===== src/hw/rtl/subset_enumerator_by_size_top_defines.svh =====
// ----------------------------------------------------------------------------
// Subset enumerator assertion macros
// Shared property forms for the checks in the enumerator RTL.
// ----------------------------------------------------------------------------
`ifndef SUBSET_ENUMERATOR_BY_SIZE_TOP_DEFINES_SVH
`define SUBSET_ENUMERATOR_BY_SIZE_TOP_DEFINES_SVH

// condition holds at every clock edge out of reset
`define SEBS_ASSERT_ALWAYS(lbl, cond, msg) \
  lbl: assert property (@(posedge clk) disable iff (!rst_n) (cond)) else $error(msg);

// consequent holds in the same cycle as the antecedent
`define SEBS_ASSERT_IMPL(lbl, ante, cons, msg) \
  lbl: assert property (@(posedge clk) disable iff (!rst_n) (ante) |-> (cons)) else $error(msg);

// consequent holds in the cycle after the antecedent
`define SEBS_ASSERT_NEXT(lbl, ante, cons, msg) \
  lbl: assert property (@(posedge clk) disable iff (!rst_n) (ante) |=> (cons)) else $error(msg);

`endif


===== src/hw/rtl/sebs_pkg.sv =====
// ----------------------------------------------------------------------------
// Subset enumerator package
// Transfer types, widths, command codes and sequencer states.
// ----------------------------------------------------------------------------
`default_nettype none

package sebs_pkg;

  localparam int MAX_VERTICES_DEF = 64;
  localparam int VTX_W            = 64;
  localparam int CNT_W            = 7;

  localparam logic CMD_RESTART = 1'b0;
  localparam logic CMD_NEXT    = 1'b1;

  typedef struct packed {
    logic             command;
    logic [CNT_W-1:0] bound;
  } sebs_in_t;

  typedef struct packed {
    logic             found;
    logic [VTX_W-1:0] subset_mask;
    logic [CNT_W-1:0] subset_size;
  } sebs_out_t;

  typedef enum logic [2:0] {
    ST_IDLE,
    ST_SCAN,
    ST_BUILD,
    ST_ADV,
    ST_FILL,
    ST_DONE
  } sebs_state_t;

endpackage

`default_nettype wire


===== src/hw/rtl/sebs_ram.sv =====
// ----------------------------------------------------------------------------
// Generic RAM
// One write port, one read port, registered read data.
// ----------------------------------------------------------------------------
`default_nettype none

module sebs_ram #(
  parameter int WIDTH = 6,
  parameter int DEPTH = 64
) (
  input  wire logic                     clk,
  input  wire logic                     wr_en,
  input  wire logic [$clog2(DEPTH)-1:0] wr_addr,
  input  wire logic [WIDTH-1:0]         wr_data,
  input  wire logic [$clog2(DEPTH)-1:0] rd_addr,
  output logic      [WIDTH-1:0]         rd_data
);

  logic [WIDTH-1:0] mem_r [DEPTH];
  logic [WIDTH-1:0] rd_data_r;

  always_ff @(posedge clk) begin
    if (wr_en) begin
      mem_r[wr_addr] <= wr_data;
    end
    rd_data_r <= mem_r[rd_addr];
  end

  assign rd_data = rd_data_r;

endmodule

`default_nettype wire


===== src/hw/rtl/subset_enumerator_by_size_top.sv =====
// ----------------------------------------------------------------------------
// Subset enumerator by size
// A restart (command 0) packs the members of the vertex mask into a position
// table and begins at size 1, one mask bit per cycle. A next request
// (command 1) either answers not-found or delivers the current subset of
// size k and advances to the next combination. Slot indices live in a
// single-port-per-direction RAM that is walked one entry per cycle: the mask
// is built, then the advance scan runs, then the trailing slots are refilled
// where needed.
// One item is in work at a time; the result sits in an output register so the
// next item may be accepted while it waits.
// ----------------------------------------------------------------------------
`default_nettype none
`include "subset_enumerator_by_size_top_defines.svh"

module subset_enumerator_by_size_top #(
  parameter int MAX_VERTICES = sebs_pkg::MAX_VERTICES_DEF
) (
  input  wire logic                            clk,
  input  wire logic                            rst_n,
  input  wire logic                            cfg_valid,
  output logic                                 cfg_ready,
  input  wire logic [sebs_pkg::VTX_W-1:0]      cfg_data,
  input  wire logic                            in_valid,
  output logic                                 in_stall,
  input  wire sebs_pkg::sebs_in_t              in_data,
  output logic                                 out_valid,
  input  wire logic                            out_stall,
  output sebs_pkg::sebs_out_t                  out_data
);

  localparam int IW    = $clog2(MAX_VERTICES);
  localparam int CNT_W = sebs_pkg::CNT_W;
  localparam int VTX_W = sebs_pkg::VTX_W;

  sebs_pkg::sebs_state_t state_r, state_nxt;

  logic [VTX_W-1:0]        vmask_r;
  logic [CNT_W-1:0]        count_r, count_nxt;
  logic [CNT_W-1:0]        size_r, size_nxt;
  logic [IW-1:0]           idx_r, idx_nxt;
  logic                    on_r, on_nxt;
  logic                    p1_r, p1_nxt;
  logic                    p2_r, p2_nxt;
  logic [VTX_W-1:0]        acc_r, acc_nxt;
  logic [IW-1:0]           w_r, w_nxt;
  sebs_pkg::sebs_out_t     res_r, res_nxt;
  logic                    out_valid_r, out_valid_nxt;
  sebs_pkg::sebs_out_t     out_data_r, out_data_nxt;
  logic [MAX_VERTICES-1:0] slot_vld_r, slot_vld_nxt;
  logic [IW-1:0]           slot_raddr_r;

  logic                    slot_we;
  logic [IW-1:0]           slot_waddr, slot_wdata, slot_raddr, slot_rdata, slot_val;
  logic                    pos_we;
  logic [IW-1:0]           pos_waddr, pos_wdata, pos_raddr, pos_rdata;

  logic                    in_fire, no_req, bld_done, adv_hit, adv_exh;
  logic                    hit_last, fill_last, scan_last, out_free;
  logic [CNT_W-1:0]        size_m1, lim;
  logic [IW-1:0]           k_m1, slot_inc;
  logic [VTX_W-1:0]        acc_new;

  sebs_ram #(.WIDTH(IW), .DEPTH(MAX_VERTICES)) u_slot_ram (
    .clk     (clk),
    .wr_en   (slot_we),
    .wr_addr (slot_waddr),
    .wr_data (slot_wdata),
    .rd_addr (slot_raddr),
    .rd_data (slot_rdata)
  );

  sebs_ram #(.WIDTH(IW), .DEPTH(MAX_VERTICES)) u_pos_ram (
    .clk     (clk),
    .wr_en   (pos_we),
    .wr_addr (pos_waddr),
    .wr_data (pos_wdata),
    .rd_addr (pos_raddr),
    .rd_data (pos_rdata)
  );

  assign cfg_ready = 1'b1;
  assign in_stall  = (state_r != sebs_pkg::ST_IDLE);
  assign in_fire   = in_valid && !in_stall;
  assign out_valid = out_valid_r;
  assign out_data  = out_data_r;
  assign out_free  = !out_valid_r || !out_stall;

  assign slot_val  = slot_vld_r[slot_raddr_r] ? slot_rdata : slot_raddr_r;
  assign slot_inc  = slot_val + IW'(1);
  assign size_m1   = size_r - CNT_W'(1);
  assign k_m1      = size_m1[IW-1:0];
  assign no_req    = (in_data.bound < size_r) || (size_r > count_r);
  assign bld_done  = !on_r && !p1_r && p2_r;
  assign acc_new   = acc_r | (p2_r ? (VTX_W'(1) << pos_rdata) : '0);
  assign lim       = count_r - size_r + CNT_W'(slot_raddr_r);
  assign adv_hit   = p1_r && (CNT_W'(slot_val) < lim);
  assign adv_exh   = p1_r && !adv_hit && (slot_raddr_r == '0);
  assign hit_last  = (slot_raddr_r == k_m1);
  assign fill_last = (idx_r == k_m1);
  assign scan_last = (idx_r == IW'(MAX_VERTICES - 1));

  always_comb begin
    state_nxt = state_r;
    unique case (state_r)
      sebs_pkg::ST_IDLE: begin
        if (in_fire) begin
          if (in_data.command == sebs_pkg::CMD_RESTART) begin
            state_nxt = sebs_pkg::ST_SCAN;
          end else if (no_req) begin
            state_nxt = sebs_pkg::ST_DONE;
          end else begin
            state_nxt = sebs_pkg::ST_BUILD;
          end
        end
      end
      sebs_pkg::ST_SCAN: begin
        if (scan_last) begin
          state_nxt = sebs_pkg::ST_DONE;
        end
      end
      sebs_pkg::ST_BUILD: begin
        if (bld_done) begin
          state_nxt = sebs_pkg::ST_ADV;
        end
      end
      sebs_pkg::ST_ADV: begin
        if (adv_hit) begin
          state_nxt = hit_last ? sebs_pkg::ST_DONE : sebs_pkg::ST_FILL;
        end else if (adv_exh) begin
          state_nxt = sebs_pkg::ST_DONE;
        end
      end
      sebs_pkg::ST_FILL: begin
        if (fill_last) begin
          state_nxt = sebs_pkg::ST_DONE;
        end
      end
      sebs_pkg::ST_DONE: begin
        if (out_free) begin
          state_nxt = sebs_pkg::ST_IDLE;
        end
      end
      default: state_nxt = sebs_pkg::ST_IDLE;
    endcase
  end

  always_comb begin
    count_nxt     = count_r;
    size_nxt      = size_r;
    idx_nxt       = idx_r;
    on_nxt        = on_r;
    p1_nxt        = 1'b0;
    p2_nxt        = 1'b0;
    acc_nxt       = acc_r;
    w_nxt         = w_r;
    res_nxt       = res_r;
    out_valid_nxt = out_valid_r && out_stall;
    out_data_nxt  = out_data_r;
    slot_vld_nxt  = slot_vld_r;
    slot_raddr    = idx_r;
    slot_we       = 1'b0;
    slot_waddr    = idx_r;
    slot_wdata    = slot_inc;
    pos_we        = 1'b0;
    pos_waddr     = count_r[IW-1:0];
    pos_wdata     = idx_r;
    pos_raddr     = slot_val;

    unique case (state_r)
      sebs_pkg::ST_IDLE: begin
        if (in_fire) begin
          res_nxt = '0;
          idx_nxt = '0;
          acc_nxt = '0;
          on_nxt  = 1'b1;
          if (in_data.command == sebs_pkg::CMD_RESTART) begin
            count_nxt = '0;
          end
        end
      end
      sebs_pkg::ST_SCAN: begin
        if (vmask_r[idx_r]) begin
          pos_we    = 1'b1;
          count_nxt = count_r + CNT_W'(1);
        end
        if (scan_last) begin
          size_nxt     = CNT_W'(1);
          slot_vld_nxt = '0;
        end else begin
          idx_nxt = idx_r + IW'(1);
        end
      end
      sebs_pkg::ST_BUILD: begin
        p1_nxt  = on_r;
        p2_nxt  = p1_r;
        acc_nxt = acc_new;
        if (on_r) begin
          if (idx_r == k_m1) begin
            on_nxt = 1'b0;
          end else begin
            idx_nxt = idx_r + IW'(1);
          end
        end
        if (bld_done) begin
          res_nxt.found       = 1'b1;
          res_nxt.subset_mask = acc_new;
          res_nxt.subset_size = size_r;
          idx_nxt             = k_m1;
          on_nxt              = 1'b1;
          p1_nxt              = 1'b0;
          p2_nxt              = 1'b0;
        end
      end
      sebs_pkg::ST_ADV: begin
        p1_nxt = on_r;
        if (on_r) begin
          if (idx_r == '0) begin
            on_nxt = 1'b0;
          end else begin
            idx_nxt = idx_r - IW'(1);
          end
        end
        if (adv_hit) begin
          slot_we    = 1'b1;
          slot_waddr = slot_raddr_r;
          slot_wdata = slot_inc;
          w_nxt      = slot_inc;
          idx_nxt    = slot_raddr_r + IW'(1);
          on_nxt     = 1'b0;
          p1_nxt     = 1'b0;
        end else if (adv_exh) begin
          size_nxt     = size_r + CNT_W'(1);
          slot_vld_nxt = '0;
          on_nxt       = 1'b0;
          p1_nxt       = 1'b0;
        end
      end
      sebs_pkg::ST_FILL: begin
        slot_we    = 1'b1;
        slot_waddr = idx_r;
        slot_wdata = w_r + IW'(1);
        w_nxt      = w_r + IW'(1);
        if (!fill_last) begin
          idx_nxt = idx_r + IW'(1);
        end
      end
      sebs_pkg::ST_DONE: begin
        if (out_free) begin
          out_valid_nxt = 1'b1;
          out_data_nxt  = res_r;
        end
      end
      default: begin
        on_nxt = 1'b0;
      end
    endcase

    if (slot_we) begin
      slot_vld_nxt[slot_waddr] = 1'b1;
    end
  end

  always_ff @(posedge clk) begin
    if (!rst_n) begin
      state_r     <= sebs_pkg::ST_IDLE;
      vmask_r     <= '0;
      count_r     <= '0;
      size_r      <= CNT_W'(1);
      on_r        <= 1'b0;
      p1_r        <= 1'b0;
      p2_r        <= 1'b0;
      out_valid_r <= 1'b0;
      slot_vld_r  <= '0;
    end else begin
      state_r     <= state_nxt;
      if (cfg_valid && cfg_ready) begin
        vmask_r <= cfg_data;
      end
      count_r     <= count_nxt;
      size_r      <= size_nxt;
      on_r        <= on_nxt;
      p1_r        <= p1_nxt;
      p2_r        <= p2_nxt;
      out_valid_r <= out_valid_nxt;
      slot_vld_r  <= slot_vld_nxt;
    end
  end

  always_ff @(posedge clk) begin
    idx_r        <= idx_nxt;
    acc_r        <= acc_nxt;
    w_r          <= w_nxt;
    res_r        <= res_nxt;
    out_data_r   <= out_data_nxt;
    slot_raddr_r <= slot_raddr;
  end

  `SEBS_ASSERT_IMPL(a_found_size, out_valid_r && out_data_r.found, $countones(out_data_r.subset_mask) == int'(out_data_r.subset_size), "subset mask population differs from subset size")
  `SEBS_ASSERT_IMPL(a_none_zero, out_valid_r && !out_data_r.found, (out_data_r.subset_mask == '0) && (out_data_r.subset_size == '0), "not-found result carries data")
  `SEBS_ASSERT_ALWAYS(a_size_range, (state_r == sebs_pkg::ST_SCAN) || (size_r <= count_r + CNT_W'(1)), "current size beyond member count plus one")
  `SEBS_ASSERT_NEXT(a_busy_after_accept, in_fire, in_stall, "input not stalled after a transfer")

endmodule

`default_nettype wire

===== config.mk =====
export PLATFORM = sky130hd
export DESIGN_NAME = subset_enumerator_by_size_top
export DESIGN_NICKNAME = d
export VERILOG_FILES = /design/src/hw/rtl/sebs_pkg.sv /design/src/hw/rtl/sebs_ram.sv /design/src/hw/rtl/subset_enumerator_by_size_top.sv
export VERILOG_INCLUDE_DIRS = /design/src /design/src/hw/rtl
export SDC_FILE = /design/constraint.sdc
export NUM_CORES = 2
export LEC_CHECK = 0
export ABC_AREA = 1
export BUFFER_PORTS_ARGS = -buffer_cell sky130_fd_sc_hd__buf_2
export CORE_AREA = 2 2 317 288
export CTS_CLUSTER_DIAMETER = 60
export DETAILED_ROUTE_END_ITERATION = 12
export DIE_AREA = 0 0 319 290
export PLACE_DENSITY = 0.82
export SLEW_MARGIN = 30
export SYNTH_ARGS = -nofsm -noshare
export SYNTH_HDL_FRONTEND = slang
export SYNTH_HIERARCHICAL = 1
export SYNTH_SLANG_ARGS = --single-unit

===== constraint.sdc =====
create_clock -name clk -period 8.2 [get_ports clk]
set_input_delay 0.41 -clock clk [delete_from_list [all_inputs] [get_ports clk]]
set_output_delay 0.41 -clock clk [all_outputs]
set_load 0.02 [all_outputs]

==> flow_summary_export.csv <==
group,metric,value,unit
run_status,status,"completed",
sta,drv_slew,0,
layout,final_nets,4802,
layout,syn2layout_area_growth,11.7,%
floorplan,fp.coreArea,89000,um2
setup_path,endpoint_kind,"flop",
setup_path,crit_arrival,6970,ps
sta,fin_crit,6650,ps
routing,drt-wirelength-per-cell,20.8,um
routing,routed_wl,123000,um
floorplan,rows,104,
synthesis,yosysWarnings,6,
synthesis,synth-seq-cells,1155,
clocking,cts.sinks,1155,
clocking,hold_buffers,64,
layout,fin_cells,5944,
synthesis,synth_commonest_cells,"nand2_1 (1310), edfxtp_1 (988), nand3_1 (747)",
synthesis,yosysTopAreaCell,"edfxtp_1",
pwr,leakagePower,0.0199,uW
global_routing,grtUsageTotal,26.1,%
layout,num_antenna_cells,0,
sta,tns,0,ps
sta,finalHoldViolations,0,
setup_path,cpMaxStageDelayCell,"dfxtp_1",
synthesis,ys_types,52,
sta,worst_slew_pin_slew,1040,ps
synthesis,syn_inst,4572,
setup_path,required,8510,ps
placed_design,gp_congestion,0.945,
sta,relSlewSlack,30.3,%
floorplan,die_area,92500,um2
synthesis,synthMostInstantiatedCell,"nand2_1",
sta,rsz0062_at_grt,"no",
worst_hold_path,min_from,"out_stall",
sta,fin_crit_sh,81.1,%
clocking,htreeDepth,3,
synthesis,synth_area_leaders,"edfxtp_1 (61%), nand2_1 (10%), nand3_1 (7.7%), dfxtp_1 (6.9%), nor2_1 (3.1%)",
setup_path,r2r-start,"slot_raddr_r[1]$_DFF_P_",
sta,fmax,0.150,GHz
setup_path,cp-startpoint,"slot_raddr_r[1]$_DFF_P_",
placed_design,post_dp_cell_area,50100,um2
sta,whs,68.7,ps
sta,setup_viol,0,
worst_hold_path,hold_path_class,"in -> reg",
synthesis,yosysSeqAreaShare,67.9,%
synthesis,synth_flop_cell,"edfxtp_1",
setup_path,cpPeakStageDelay,890,ps
pwr,p_total,22600,uW
synthesis,syn_area,48600,um2
routing,avgViaCountPerCell,6.01,
floorplan,dieWidth,319,um
routing,drc,0,
synthesis,synthesis.area_per_instance,10.6,um2
synthesis,async_flop_share,0,%
routing,drt-pass1-iter-count,9,
global_routing,antenna_found_initial,0,
floorplan,start_util,54.6,%
global_routing,grt_pass1_vias,34539,
placed_design,dp_cells,5679,
clocking,clock_latency,690,ps
flow_run,timing.max_cap.violations,0,
clocking,post_cts_buffers,0,
clocking,cts.clk_slew.worst_paths,60,ps
synthesis,synth_edf_count,988,
routing,via_count,35751,
routing,ant_nets,0,
placed_design,dp_hpwl,70200,um
global_routing,grt_max_degree,187,
floorplan,dieHeight,290,um
clocking,post_cts_resize_count,0,
global_routing,grt-ovfl-total,0,
routing,drt-initial-drc-count,5558,
placed_design,port_buffers,150,
pwr,peakVddDrop,0.524,mV
floorplan,io_pins,152,
synthesis,yosysTopAreaCellShare,61.0,%
clocking,cts_buffer_depth,3,
layout,finish.instance_area,54300,um2
setup_path,critPathKind,"reg -> reg",
setup_path,start_kind,"flop",
synthesis,syn_nets,4688,
clocking,cts_made_buffers,107,
clocking,cts_tree,"done",
setup_path,path_max_fanout,21,
sta,skew,23.7,ps
setup_path,cp_common_cell,"nor2_1",
clocking,clock-root-buffer,"clkbuf_16",
layout,drive_above_1_share,8.94,%
pwr,power_density,417,nW/um2
global_routing,grt_pass1_wl,191000,um
[where the power goes]
group,switching [uW],internal [uW]
logic,7130,2190
clock network,2140,2830
registers,234,8110
[state kept, by name, summed over array words and instances (netlist names), 3 cells and up]
register and cells:
u_pos_ram/rd_data 6, state_r 3, count_r 7, w_r 6, acc_r 64, u_slot_ram/rd_data 6, slot_raddr_r 6, out_data 72
idx_r 6, res_r 72, u_pos_ram/mem_r 384, u_slot_ram/mem_r 384, vmask_r 64, slot_vld_r 64, size_r 7
[path summary, 6_finish.rpt]
check / depth (start not counted) / slack (ps) / endpoint
setup / recovery: 25 / 1550 / u_slot_ram/mem_r[6][4]$_DFFE_PP_
hold / removal: 3 / 70 / out_valid$_SDFF_PN0_
setup reg to reg: 25 / 1550 / u_slot_ram/mem_r[6][4]$_DFFE_PP_
hold reg to reg: 0 / 410 / out_data[33]$_DFFE_PP_
[layout by cell type, fill, tap and decap left out, types with 9 or more instances in the layout]
| master | n |
|---|---|
| nand2_1 | 1307 |
| edfxtp_1 | 988 |
| nand3_1 | 747 |
| nor2_1 | 407 |
| dfxtp_1 | 167 |
| a21oi_1 | 165 |
| inv_1 | 155 |
| buf_2 | 150 |
| o21ai_0 | 118 |
| clkbuf_16 | 109 |
| dlygate4sd3_1 | 64 |
| buf_4 | 40 |
| clkbuf_1 | 35 |
| ha_1 | 32 |
| nand4_1 | 28 |
| nor3_1 | 24 |
| xor2_1 | 20 |
| clkinv_1 | 18 |
| o22ai_1 | 18 |
| clkinv_2 | 14 |
| nor2_4 | 13 |
| nor4_2 | 13 |
| clkbuf_8 | 10 |
| bufinv_16 | 9 |
[metal layers]
layer  routed length (um)  track usage [%]  share of wire, %  up-vias
li1                     -                -                 -    16008
met1                46900             34.8                38    16933
met2                58200             42.2                47     2352
met3                12700             4.77                10      458
met4                 5690             11.5               4.6        0
met5                    0                0                 0        -
[per-stage QoR]
| stage | utilization [%] | setup WS [ps] |
|---|---|---|
| global route | 61.0 | 1080 |
| finish | 61.0 | 1550 |
| detailed placement | 56.3 | 1740 |
| floorplan | - | 1360 |
| global placement | 56.2 | 2170 |
| CTS | 61.0 | 1730 |
[cell type report]
| class | instances | area [um2] |
|---|---|---|
| Fill cell | 6532 | 34700 |
| Sequential cell | 1155 | 33000 |
| Multi-Input combinational cell | 2989 | 13900 |
| Clock buffer | 154 | 3000 |
| Timing Repair Buffer | 261 | 1800 |
| Tap cell | 1166 | 1460 |
| Inverter | 172 | 657 |
| Clock inverter | 47 | 520 |
[critical path: cells and delay by family (launching register included)]
| kind | cells | cell delay (ps) |
|---|---|---|
| flops | 1 | 890 |
| compound gates | 5 | 660 |
| fa+ha+maj | 1 | 290 |
| buf+inv | 6 | 1380 |
| simple gates | 13 | 3040 |
[logic make-up (layout without fill, tap and decap cells)]
family,after synthesis,after routing,share of synthesized area [%]
flops,1155,1155,67.9
xor+xnor,29,29,0.522
mux,1,1,0.0206
compound gates,349,349,3.88
fa+ha+maj,39,39,1.10
buf+inv,428,634,3.98
simple gates,2570,2570,22.6
other cells,1,1,0.00771
No activity file was read; power rests on OpenSTA's default activity.
